`config.mk`:
```
export PLATFORM = sky130hd
export DESIGN_NAME = block_file_send_sequencer_unit
export DESIGN_NICKNAME = d
export VERILOG_FILES = /design/src/hdl/bfss_pkg.sv /design/src/hdl/block_file_send_sequencer_unit.sv
export SDC_FILE = /design/constraint.sdc
export NUM_CORES = 2
export LEC_CHECK = 0
export ABC_AREA = 0
export BUFFER_PORTS_ARGS = -buffer_cell sky130_fd_sc_hd__buf_2
export CAP_MARGIN = 5
export CORE_ASPECT_RATIO = 1.4
export CORE_MARGIN = 2
export CORE_UTILIZATION = 55
export CTS_BUF_LIST = sky130_fd_sc_hd__clkbuf_8
export DETAILED_ROUTE_END_ITERATION = 8
export PLACE_DENSITY = 0.75
export SYNTH_ARGS = -nofsm -noshare
export SYNTH_HDL_FRONTEND = slang
export SYNTH_SLANG_ARGS = --single-unit
```
`constraint.sdc`:
```
create_clock -name clk -period 13.2 [get_ports clk]
set_input_delay 1.32 -clock clk [delete_from_list [all_inputs] [get_ports clk]]
set_output_delay 1.32 -clock clk [all_outputs]
set_load 0.05 [all_outputs]
```
`src/hdl/bfss_pkg.sv`:
```
// Shared types, stream widths and the control program of the file send sequencer.
package bfss_pkg;

  localparam int IN_TDATA_W  = 72;
  localparam int IN_TUSER_W  = 1;
  localparam int OUT_TDATA_W = 112;
  localparam int OUT_TUSER_W = 3;
  localparam int CFG_DATA_W  = 32;

  typedef enum logic [3:0] {
    PH_IDLE  = 4'd0,
    PH_NAME  = 4'd1,
    PH_MAXB  = 4'd2,
    PH_FSIZE = 4'd3,
    PH_INDEX = 4'd4,
    PH_BSIZE = 4'd5,
    PH_DATA  = 4'd6,
    PH_DONE  = 4'd7,
    PH_ERROR = 4'd8
  } phase_t;

  typedef enum logic [2:0] {
    SUB_NONE  = 3'd0,
    SUB_NAME  = 3'd1,
    SUB_FSIZE = 3'd2,
    SUB_MAXB  = 3'd3,
    SUB_INDEX = 3'd4,
    SUB_BSIZE = 3'd5,
    SUB_DATA  = 3'd6
  } subindex_t;

  typedef enum logic [1:0] {
    CFG_TARGET_NODE = 2'd0,
    CFG_NAME_LENGTH = 2'd1,
    CFG_BUFFER_BASE = 2'd2
  } cfg_reg_t;

  typedef enum logic {
    REQ_START    = 1'b0,
    REQ_COMPLETE = 1'b1
  } req_type_t;

  // Program step addresses
  typedef enum logic [3:0] {
    ST_WAIT, ST_START, ST_REFUSE, ST_IGNORE, ST_FAIL, ST_STEP, ST_MAXB,
    ST_DIV, ST_SPLIT, ST_MUL, ST_PROG, ST_DATA, ST_ISSUE, ST_EMIT
  } step_t;

  // Datapath action of one control word
  typedef enum logic [3:0] {
    UOP_NONE, UOP_CAPTURE, UOP_START, UOP_REFUSE, UOP_FAIL, UOP_STEP, UOP_MAXB,
    UOP_DIV, UOP_SPLIT, UOP_MUL, UOP_PROG, UOP_DATA, UOP_ISSUE
  } uop_t;

  // Sequencing of one control word
  typedef enum logic [2:0] {
    SEQ_NEXT,      // go to next
    SEQ_DISPATCH,  // wait for a word, then jump by request and phase
    SEQ_LOOP,      // stay until the divider count runs out, then next
    SEQ_BRANCH,    // jump to alt when the condition holds, else next
    SEQ_HOLD       // stay until the result word is taken, then next
  } seq_t;

  typedef struct packed {
    uop_t  uop;
    seq_t  seq;
    step_t next;
    step_t alt;
  } ctrl_t;

  function automatic ctrl_t ucode(step_t s);
    ctrl_t c;
    c = '{uop: UOP_NONE, seq: SEQ_NEXT, next: ST_WAIT, alt: ST_WAIT};
    unique case (s)
      ST_WAIT:   c = '{uop: UOP_CAPTURE, seq: SEQ_DISPATCH, next: ST_WAIT,  alt: ST_WAIT};
      ST_START:  c = '{uop: UOP_START,   seq: SEQ_NEXT,     next: ST_ISSUE, alt: ST_WAIT};
      ST_REFUSE: c = '{uop: UOP_REFUSE,  seq: SEQ_NEXT,     next: ST_EMIT,  alt: ST_WAIT};
      ST_IGNORE: c = '{uop: UOP_NONE,    seq: SEQ_NEXT,     next: ST_EMIT,  alt: ST_WAIT};
      ST_FAIL:   c = '{uop: UOP_FAIL,    seq: SEQ_NEXT,     next: ST_EMIT,  alt: ST_WAIT};
      ST_STEP:   c = '{uop: UOP_STEP,    seq: SEQ_NEXT,     next: ST_ISSUE, alt: ST_WAIT};
      ST_MAXB:   c = '{uop: UOP_MAXB,    seq: SEQ_BRANCH,   next: ST_DIV,   alt: ST_EMIT};
      ST_DIV:    c = '{uop: UOP_DIV,     seq: SEQ_LOOP,     next: ST_SPLIT, alt: ST_WAIT};
      ST_SPLIT:  c = '{uop: UOP_SPLIT,   seq: SEQ_NEXT,     next: ST_ISSUE, alt: ST_WAIT};
      ST_MUL:    c = '{uop: UOP_MUL,     seq: SEQ_NEXT,     next: ST_PROG,  alt: ST_WAIT};
      ST_PROG:   c = '{uop: UOP_PROG,    seq: SEQ_BRANCH,   next: ST_ISSUE, alt: ST_EMIT};
      ST_DATA:   c = '{uop: UOP_DATA,    seq: SEQ_BRANCH,   next: ST_ISSUE, alt: ST_EMIT};
      ST_ISSUE:  c = '{uop: UOP_ISSUE,   seq: SEQ_NEXT,     next: ST_EMIT,  alt: ST_WAIT};
      ST_EMIT:   c = '{uop: UOP_NONE,    seq: SEQ_HOLD,     next: ST_WAIT,  alt: ST_WAIT};
      default:   c = '{uop: UOP_NONE,    seq: SEQ_NEXT,     next: ST_WAIT,  alt: ST_WAIT};
    endcase
    return c;
  endfunction

  function automatic logic is_settled(phase_t ph);
    return (ph == PH_IDLE) || (ph == PH_DONE) || (ph == PH_ERROR);
  endfunction

  // Entry step of the program for an accepted word
  function automatic step_t dispatch(req_type_t req, logic ok, phase_t ph);
    step_t s;
    s = ST_FAIL;
    if (req == REQ_START) begin
      s = is_settled(ph) ? ST_START : ST_REFUSE;
    end else if (is_settled(ph)) begin
      s = ST_IGNORE;
    end else if (!ok) begin
      s = ST_FAIL;
    end else begin
      unique case (ph)
        PH_NAME, PH_FSIZE, PH_BSIZE: s = ST_STEP;
        PH_MAXB:                     s = ST_MAXB;
        PH_INDEX:                    s = ST_MUL;
        PH_DATA:                     s = ST_DATA;
        default:                     s = ST_FAIL;
      endcase
    end
    return s;
  endfunction

endpackage

```
`src/hdl/block_file_send_sequencer_unit.sv`:
```
// Top level: microcoded sequencer that sends a file as a chain of dictionary requests.
//
//  channel   | group       | tdata (low bit up)                          | tuser
//  ----------+-------------+---------------------------------------------+------------------
//  request   | s_axis_*    | file_length, transfer_ok, read_value        | req_type
//  result    | m_axis_*    | entry_subindex, byte_count, data_address,   | request_valid,
//            |             | segmented_mode, progress_bytes, phase_code, | request_is_read,
//            |             | start_refused                               | progress_valid
//  config    | cfg_*       | write enable, register index, 32-bit data   | -
//
// One word is worked at a time by the microcoded program stepper.
// A block index completion adds a multiply and a progress step before the request, and a
// nonzero max block completion first runs the 32 steps of the divider, then the split.
// The result word holds in the output register until taken; no word is accepted meanwhile.
// Reset (synchronous) returns to idle with no transfer; no clearing pass is needed.
module block_file_send_sequencer_unit #(
  parameter int NAME_MAX = 64
) (
  input  logic                              clk,
  input  logic                              rst,
  input  logic                              s_axis_tvalid,
  output logic                              s_axis_tready,
  // file_length[31:0], transfer_ok[32], read_value[64:33], zero pad
  input  logic [bfss_pkg::IN_TDATA_W-1:0]   s_axis_tdata,
  // req_type[0]
  input  logic [bfss_pkg::IN_TUSER_W-1:0]   s_axis_tuser,
  output logic                              m_axis_tvalid,
  input  logic                              m_axis_tready,
  // entry_subindex[2:0], byte_count[34:3], data_address[66:35], segmented_mode[67],
  // progress_bytes[99:68], phase_code[103:100], start_refused[104], zero pad
  output logic [bfss_pkg::OUT_TDATA_W-1:0]  m_axis_tdata,
  // request_valid[0], request_is_read[1], progress_valid[2]
  output logic [bfss_pkg::OUT_TUSER_W-1:0]  m_axis_tuser,
  input  logic                              cfg_we,
  input  logic [1:0]                        cfg_index,
  input  logic [bfss_pkg::CFG_DATA_W-1:0]   cfg_data
);
  import bfss_pkg::*;

  localparam logic [31:0] NameMaxW = 32'(NAME_MAX);

  // configuration; the node number belongs to the request layer and is not kept here
  logic [6:0]  name_length;
  logic [31:0] buffer_base;

  // sequencer
  step_t step, step_next;
  ctrl_t ctrl;
  logic  in_fire, out_fire, branch_cond;

  // captured input word
  logic [31:0] flen_q, rval_q;

  // transfer state
  phase_t      phase;
  logic [31:0] max_block, cur_block, full_blocks, tail_bytes, total_bytes;
  logic [31:0] block_offset;
  logic [63:0] prod;

  // divider
  logic [31:0] div_rem, div_quo;
  logic [4:0]  div_cnt;
  logic [32:0] div_trial, div_diff;

  // result register
  logic        res_rv, res_rd, res_seg, res_pv, res_refused;
  subindex_t   res_sub;
  logic [31:0] res_bytes, res_addr, res_prog;

  // combinational helpers
  logic [31:0] block_len, name_clamped, name_ext;
  logic [64:0] prog_sum;

  assign ctrl     = ucode(step);
  assign in_fire  = s_axis_tvalid && s_axis_tready;
  assign out_fire = m_axis_tvalid && m_axis_tready;

  assign block_len = (cur_block < full_blocks) ? max_block : tail_bytes;
  assign name_ext  = {25'd0, name_length};
  assign prog_sum  = {1'b0, prod} + {33'd0, max_block};

  always_comb begin
    name_clamped = name_ext;
    if (name_ext == 32'd0) begin
      name_clamped = 32'd1;
    end else if (name_ext > NameMaxW) begin
      name_clamped = NameMaxW;
    end
  end

  assign div_trial = {div_rem, div_quo[31]};
  assign div_diff  = div_trial - {1'b0, max_block};

  always_comb begin
    branch_cond = 1'b0;
    unique case (ctrl.uop)
      UOP_MAXB: branch_cond = (rval_q == 32'd0);
      UOP_PROG: branch_cond = (cur_block == 32'hFFFF_FFFF);
      UOP_DATA: branch_cond = (cur_block == full_blocks);
      default:  branch_cond = 1'b0;
    endcase
  end

  // next step
  always_comb begin
    step_next = step;
    unique case (ctrl.seq)
      SEQ_DISPATCH: begin
        if (in_fire) begin
          step_next = dispatch(req_type_t'(s_axis_tuser[0]), s_axis_tdata[32], phase);
        end
      end
      SEQ_LOOP:   step_next = (div_cnt == 5'd0) ? ctrl.next : step;
      SEQ_BRANCH: step_next = branch_cond ? ctrl.alt : ctrl.next;
      SEQ_HOLD:   step_next = m_axis_tready ? ctrl.next : step;
      default:    step_next = ctrl.next;
    endcase
  end

  // handshake outputs
  always_comb begin
    s_axis_tready = (ctrl.seq == SEQ_DISPATCH);
    m_axis_tvalid = (ctrl.seq == SEQ_HOLD);
  end

  assign m_axis_tdata = {7'd0, res_refused, phase, res_prog, res_seg, res_addr,
                         res_bytes, res_sub};
  assign m_axis_tuser = {res_pv, res_rd, res_rv};

  always_ff @(posedge clk) begin
    if (rst) begin
      step <= ST_WAIT;
    end else begin
      step <= step_next;
    end
  end

  always_ff @(posedge clk) begin
    if (rst) begin
      name_length <= 7'd1;
      buffer_base <= 32'd0;
    end else if (cfg_we) begin
      if (cfg_index == CFG_NAME_LENGTH) begin
        name_length <= cfg_data[6:0];
      end else if (cfg_index == CFG_BUFFER_BASE) begin
        buffer_base <= cfg_data;
      end
    end
  end

  always_ff @(posedge clk) begin
    if (rst) begin
      phase <= PH_IDLE;
    end else begin
      unique case (ctrl.uop)
        UOP_START: phase <= PH_NAME;
        UOP_FAIL:  phase <= PH_ERROR;
        UOP_STEP:  phase <= phase_t'(phase + 4'd1);
        UOP_MAXB:  phase <= (rval_q == 32'd0) ? PH_ERROR : PH_FSIZE;
        UOP_PROG:  phase <= (cur_block == 32'hFFFF_FFFF) ? PH_ERROR : PH_BSIZE;
        UOP_DATA:  phase <= (cur_block == full_blocks) ? PH_DONE : PH_INDEX;
        default:   phase <= phase;
      endcase
    end
  end

  // datapath and result register
  always_ff @(posedge clk) begin
    unique case (ctrl.uop)
      UOP_CAPTURE: begin
        if (in_fire) begin
          flen_q      <= s_axis_tdata[31:0];
          rval_q      <= s_axis_tdata[64:33];
          res_rv      <= 1'b0;
          res_rd      <= 1'b0;
          res_seg     <= 1'b0;
          res_pv      <= 1'b0;
          res_refused <= 1'b0;
          res_sub     <= SUB_NONE;
          res_bytes   <= 32'd0;
          res_addr    <= 32'd0;
          res_prog    <= 32'd0;
        end
      end
      UOP_START: begin
        max_block   <= 32'd0;
        cur_block   <= 32'd0;
        full_blocks <= 32'd0;
        tail_bytes  <= 32'd0;
        total_bytes <= flen_q;
      end
      UOP_REFUSE: res_refused <= 1'b1;
      UOP_MAXB: begin
        max_block <= rval_q;
        div_rem   <= 32'd0;
        div_quo   <= total_bytes;
        div_cnt   <= 5'd31;
      end
      UOP_DIV: begin
        // one restoring step: shift in the next dividend bit, subtract when it fits
        if (!div_diff[32]) begin
          div_rem <= div_diff[31:0];
        end else begin
          div_rem <= div_trial[31:0];
        end
        div_quo <= {div_quo[30:0], ~div_diff[32]};
        div_cnt <= div_cnt - 5'd1;
      end
      UOP_SPLIT: begin
        full_blocks <= div_quo;
        tail_bytes  <= div_rem;
      end
      UOP_MUL: begin
        cur_block <= rval_q;
        prod      <= {32'd0, rval_q} * {32'd0, max_block};
      end
      UOP_PROG: begin
        block_offset <= prod[31:0];
        res_pv       <= 1'b1;
        res_prog     <= (prog_sum > {33'd0, total_bytes}) ? total_bytes : prog_sum[31:0];
      end
      UOP_ISSUE: begin
        unique case (phase)
          PH_NAME: begin
            res_rv    <= 1'b1;
            res_sub   <= SUB_NAME;
            res_bytes <= name_clamped;
            res_seg   <= 1'b1;
          end
          PH_MAXB: begin
            res_rv  <= 1'b1;
            res_rd  <= 1'b1;
            res_sub <= SUB_MAXB;
          end
          PH_FSIZE: begin
            res_rv    <= 1'b1;
            res_sub   <= SUB_FSIZE;
            res_bytes <= total_bytes;
          end
          PH_INDEX: begin
            res_rv  <= 1'b1;
            res_rd  <= 1'b1;
            res_sub <= SUB_INDEX;
          end
          PH_BSIZE: begin
            res_rv    <= 1'b1;
            res_sub   <= SUB_BSIZE;
            res_bytes <= block_len;
          end
          PH_DATA: begin
            res_rv    <= 1'b1;
            res_sub   <= SUB_DATA;
            res_bytes <= block_len;
            res_addr  <= buffer_base + block_offset;
            res_seg   <= 1'b1;
          end
          default: res_rv <= 1'b0;
        endcase
      end
      default: begin
        // hold
      end
    endcase
  end

endmodule

```
==> results.md <==
* CTS tree: built
* Antenna violations before repair at 11
* Buf+Inv Stages, Crit Path at 7
* Worst hold endpoint: total_bytes[29]
* Synth area leaders: fa_1 (29%), edfxtp_1 (24%), ha_1 (8.8%), and2_1 (6.4%), inv_1 (6.3%)
* CTS Buffer Depth at 3
* Gr ovfl total at 0
* CP dominant cell by count: fa_1
* Non-Filler Instances at 7924
* EDFF count, synth at 493
* Crit-path slowest cell: edfxtp_1
* GRT Util Overall at 31.7%
* CP Depth at 29
* Most frequent cells after synthesis: inv_1 (1047), fa_1 (899), nand2_1 (708), and2_1 (637), edfxtp_1 (493)
* Layout Nets at 7821
* Vias in the first global route at 49600
* Slew @ Worst Pin at 1130 ps
* Max FO, Critical Path at 19
* Top_reg_cell synth: edfxtp_1
* Relative max-transition margin at 24.8%
* Buffers on Ports at 214
* Crit end category: flop
* Drt wl/cell at 22.6 um
* Min-delay worst type: flop to flop
* Clock tree sinks at 552
* Period Utilization, post-route at 76.2%
* Sequential fraction of the synthesis area at 25.8%
* Async SR Flop Fraction at 0%
* Final hold vios at 0
* Pre-CTS WS at 3240 ps
* Worst R2R Setup Slack at 3140 ps
* Placed cell count at 7755
* Synth cell types at 85
* Die height at 401 um
* Crit Reg-Reg Startpoint: rval_q[15]
* Avg Cell Area, Syn at 9.83 sq um
* Critical Path Start Type: flop
* Post-Syn Instances at 6306
* Crit path time final at 10060 ps
* Hold Path Depth at 0
* RR Endpoint: prod[61]
* Finish-stage setup viols at 0
* Gpl congestion at 0.962
* Critical path data arrival time at 10560 ps
* DR DRC count at 0
* Die area at 0.115 sq mm
* Placed Instance Area at 0.0644 sq mm
* Status: finished, final reports clean
* Routed Antenna Nets at 0
* Drt pass-1 iters at 6
* Yosys top cell by area: fa_1
* Hold Path Origin: flen_q[29]
* First-pass GRT wire length at 279 mm
* # rows at 145
* Yosys Warn Count at 0
* Mapped Area at 0.0620 sq mm
* Crit-path leading delay family: adder cells
* Die W at 288 um
* Fmax at 99.4 MHz
* Clock skew at 54.7 ps
* CTS clk-pin slew, worst paths at 70 ps
* Via count at 46900
* Drt via density at 5.91
* IO Pins at 229
* CTS buffer count at 89
* Max Cap Viol at 0
* Worst Setup SP: rval_q[15]
* Synthesized flop and latch total at 552
* Crit Path Category: flop to flop
* RSZ-0062 raised after global routing: no
* Detailed Place HPWL at 134 mm
* CP max stage delay at 1040 ps
* Critical Path RT at 13700 ps
* Initial Util at 55.5%
* Post-CTS Setup Bufs at 0
* P&R area growth vs syn at 6.87%
* H-tree depth at 3
* Pin count of the biggest net entering global routing at 95
* Initial DRC count at 3858
* Yosys top cell area share at 29.0%
* Layout cells sized above 1 at 7.63%
* Final WS setup at 3140 ps
* Final wirelength at 179 mm
* TNS Setup at 0 ps
* Root buf cell: clkbuf_8
* Core Region at 0.112 sq mm
* Skew-Pair Late Insertion Delay at 770 ps
* CTS resizes at 0
* Count leader, synth: inv_1
* Post-route cell area at 0.0662 sq mm
* Cts hold-fix bufs at 0
* R2R cell count at 29
* Final Slew Violations at 0
## cells by family (layout without fill, tap and decap cells)
logic type               count (synthesis)  after routing  share of synthesized area, %
AND/OR/NAND/NOR                       2034           2034                          16.6
buffers and inverters                 1384           1519                          8.52
adder cells (fa/ha/maj)               1333           1333                          37.8
AO/OA/AOI/OAI                          776            776                          7.91
flip-flops                             552            552                          25.8
XOR/XNOR                               142            142                          2.02
multiplexers                            84             84                          1.38
other                                    1             14                       0.00605
## worst max path at each step
stage,end,slack [ps]
4_1_cts,prod[61],3180
5_1_grt,prod[61],2760
6_report,prod[61],3140
3_5_place_dp,prod[61],3240
2_1_floorplan,prod[61],5120
3_3_place_gp,prod[61],3220
## layer usage
metal	up-vias	share of wire, %	track usage, %	routed length [um]
li1	20400	-	-	-
met1	23400	36	37.8	64100
met2	2385	49	53.6	87800
met3	618	8.2	5.26	14700
met4	0	7.0	19.1	12500
met5	-	0	0	0
## stage by stage
stage / hold WS (ps) / utilization, %
2_1_floorplan: 400 / -
3_3_place_gp: 404 / 57.6
3_5_place_dp: 405 / 57.6
4_1_cts: 419 / 59.3
5_1_grt: 424 / 59.3
6_report: 416 / 59.3
## placed cells by master, fill, tap and decap left out, drive strengths merged, types with 53 or more instances in the layout
master / count
nor2: 255
a21oi: 242
nor3: 53
mux2i: 74
xnor2: 104
a21o: 82
fa: 899
dfxtp: 59
and3: 114
buf: 310
nand4: 80
o21ai: 156
ha: 434
nand2: 708
clkbuf: 92
edfxtp: 493
inv: 1072
nand3: 55
and2: 637
## worst register-to-register path: cells and delay by family, from the launching register on
family                   cells  cell delay [ps]
adder cells (fa/ha/maj)      9             4260
AO/OA/AOI/OAI                8             2600
flip-flops                   1             1040
AND/OR/NAND/NOR              4             1040
buffers and inverters        7              800
XOR/XNOR                     1               80
## layout make-up
class	instances	area, sq um
well taps	1470	1840
clock inverters	70	564
flip-flops and latches	552	16000
fillers	9422	45500
inverters	1047	3930
repair buffers	310	1790
multi-input cells	4376	40800
clock buffers	92	1270
diodes	7	17.5
## state kept, by name, summed over array words and instances, names as in the netlist, 3 cells and up
signal,count
total_bytes,32
step,4
tail_bytes,32
div_cnt,5
name_length,7
full_blocks,32
res_bytes,32
prod,64
flen_q,32
block_offset,32
rval_q,32
div_quo,32
res_sub,3
max_block,32
div_rem,32
cur_block,32
buffer_base,32
res_addr,32
res_prog,32
phase,4
ctrl,12
Power is not shown: default switching activity piles up to over one toggle a cycle in this logic, so the estimate is an artifact.
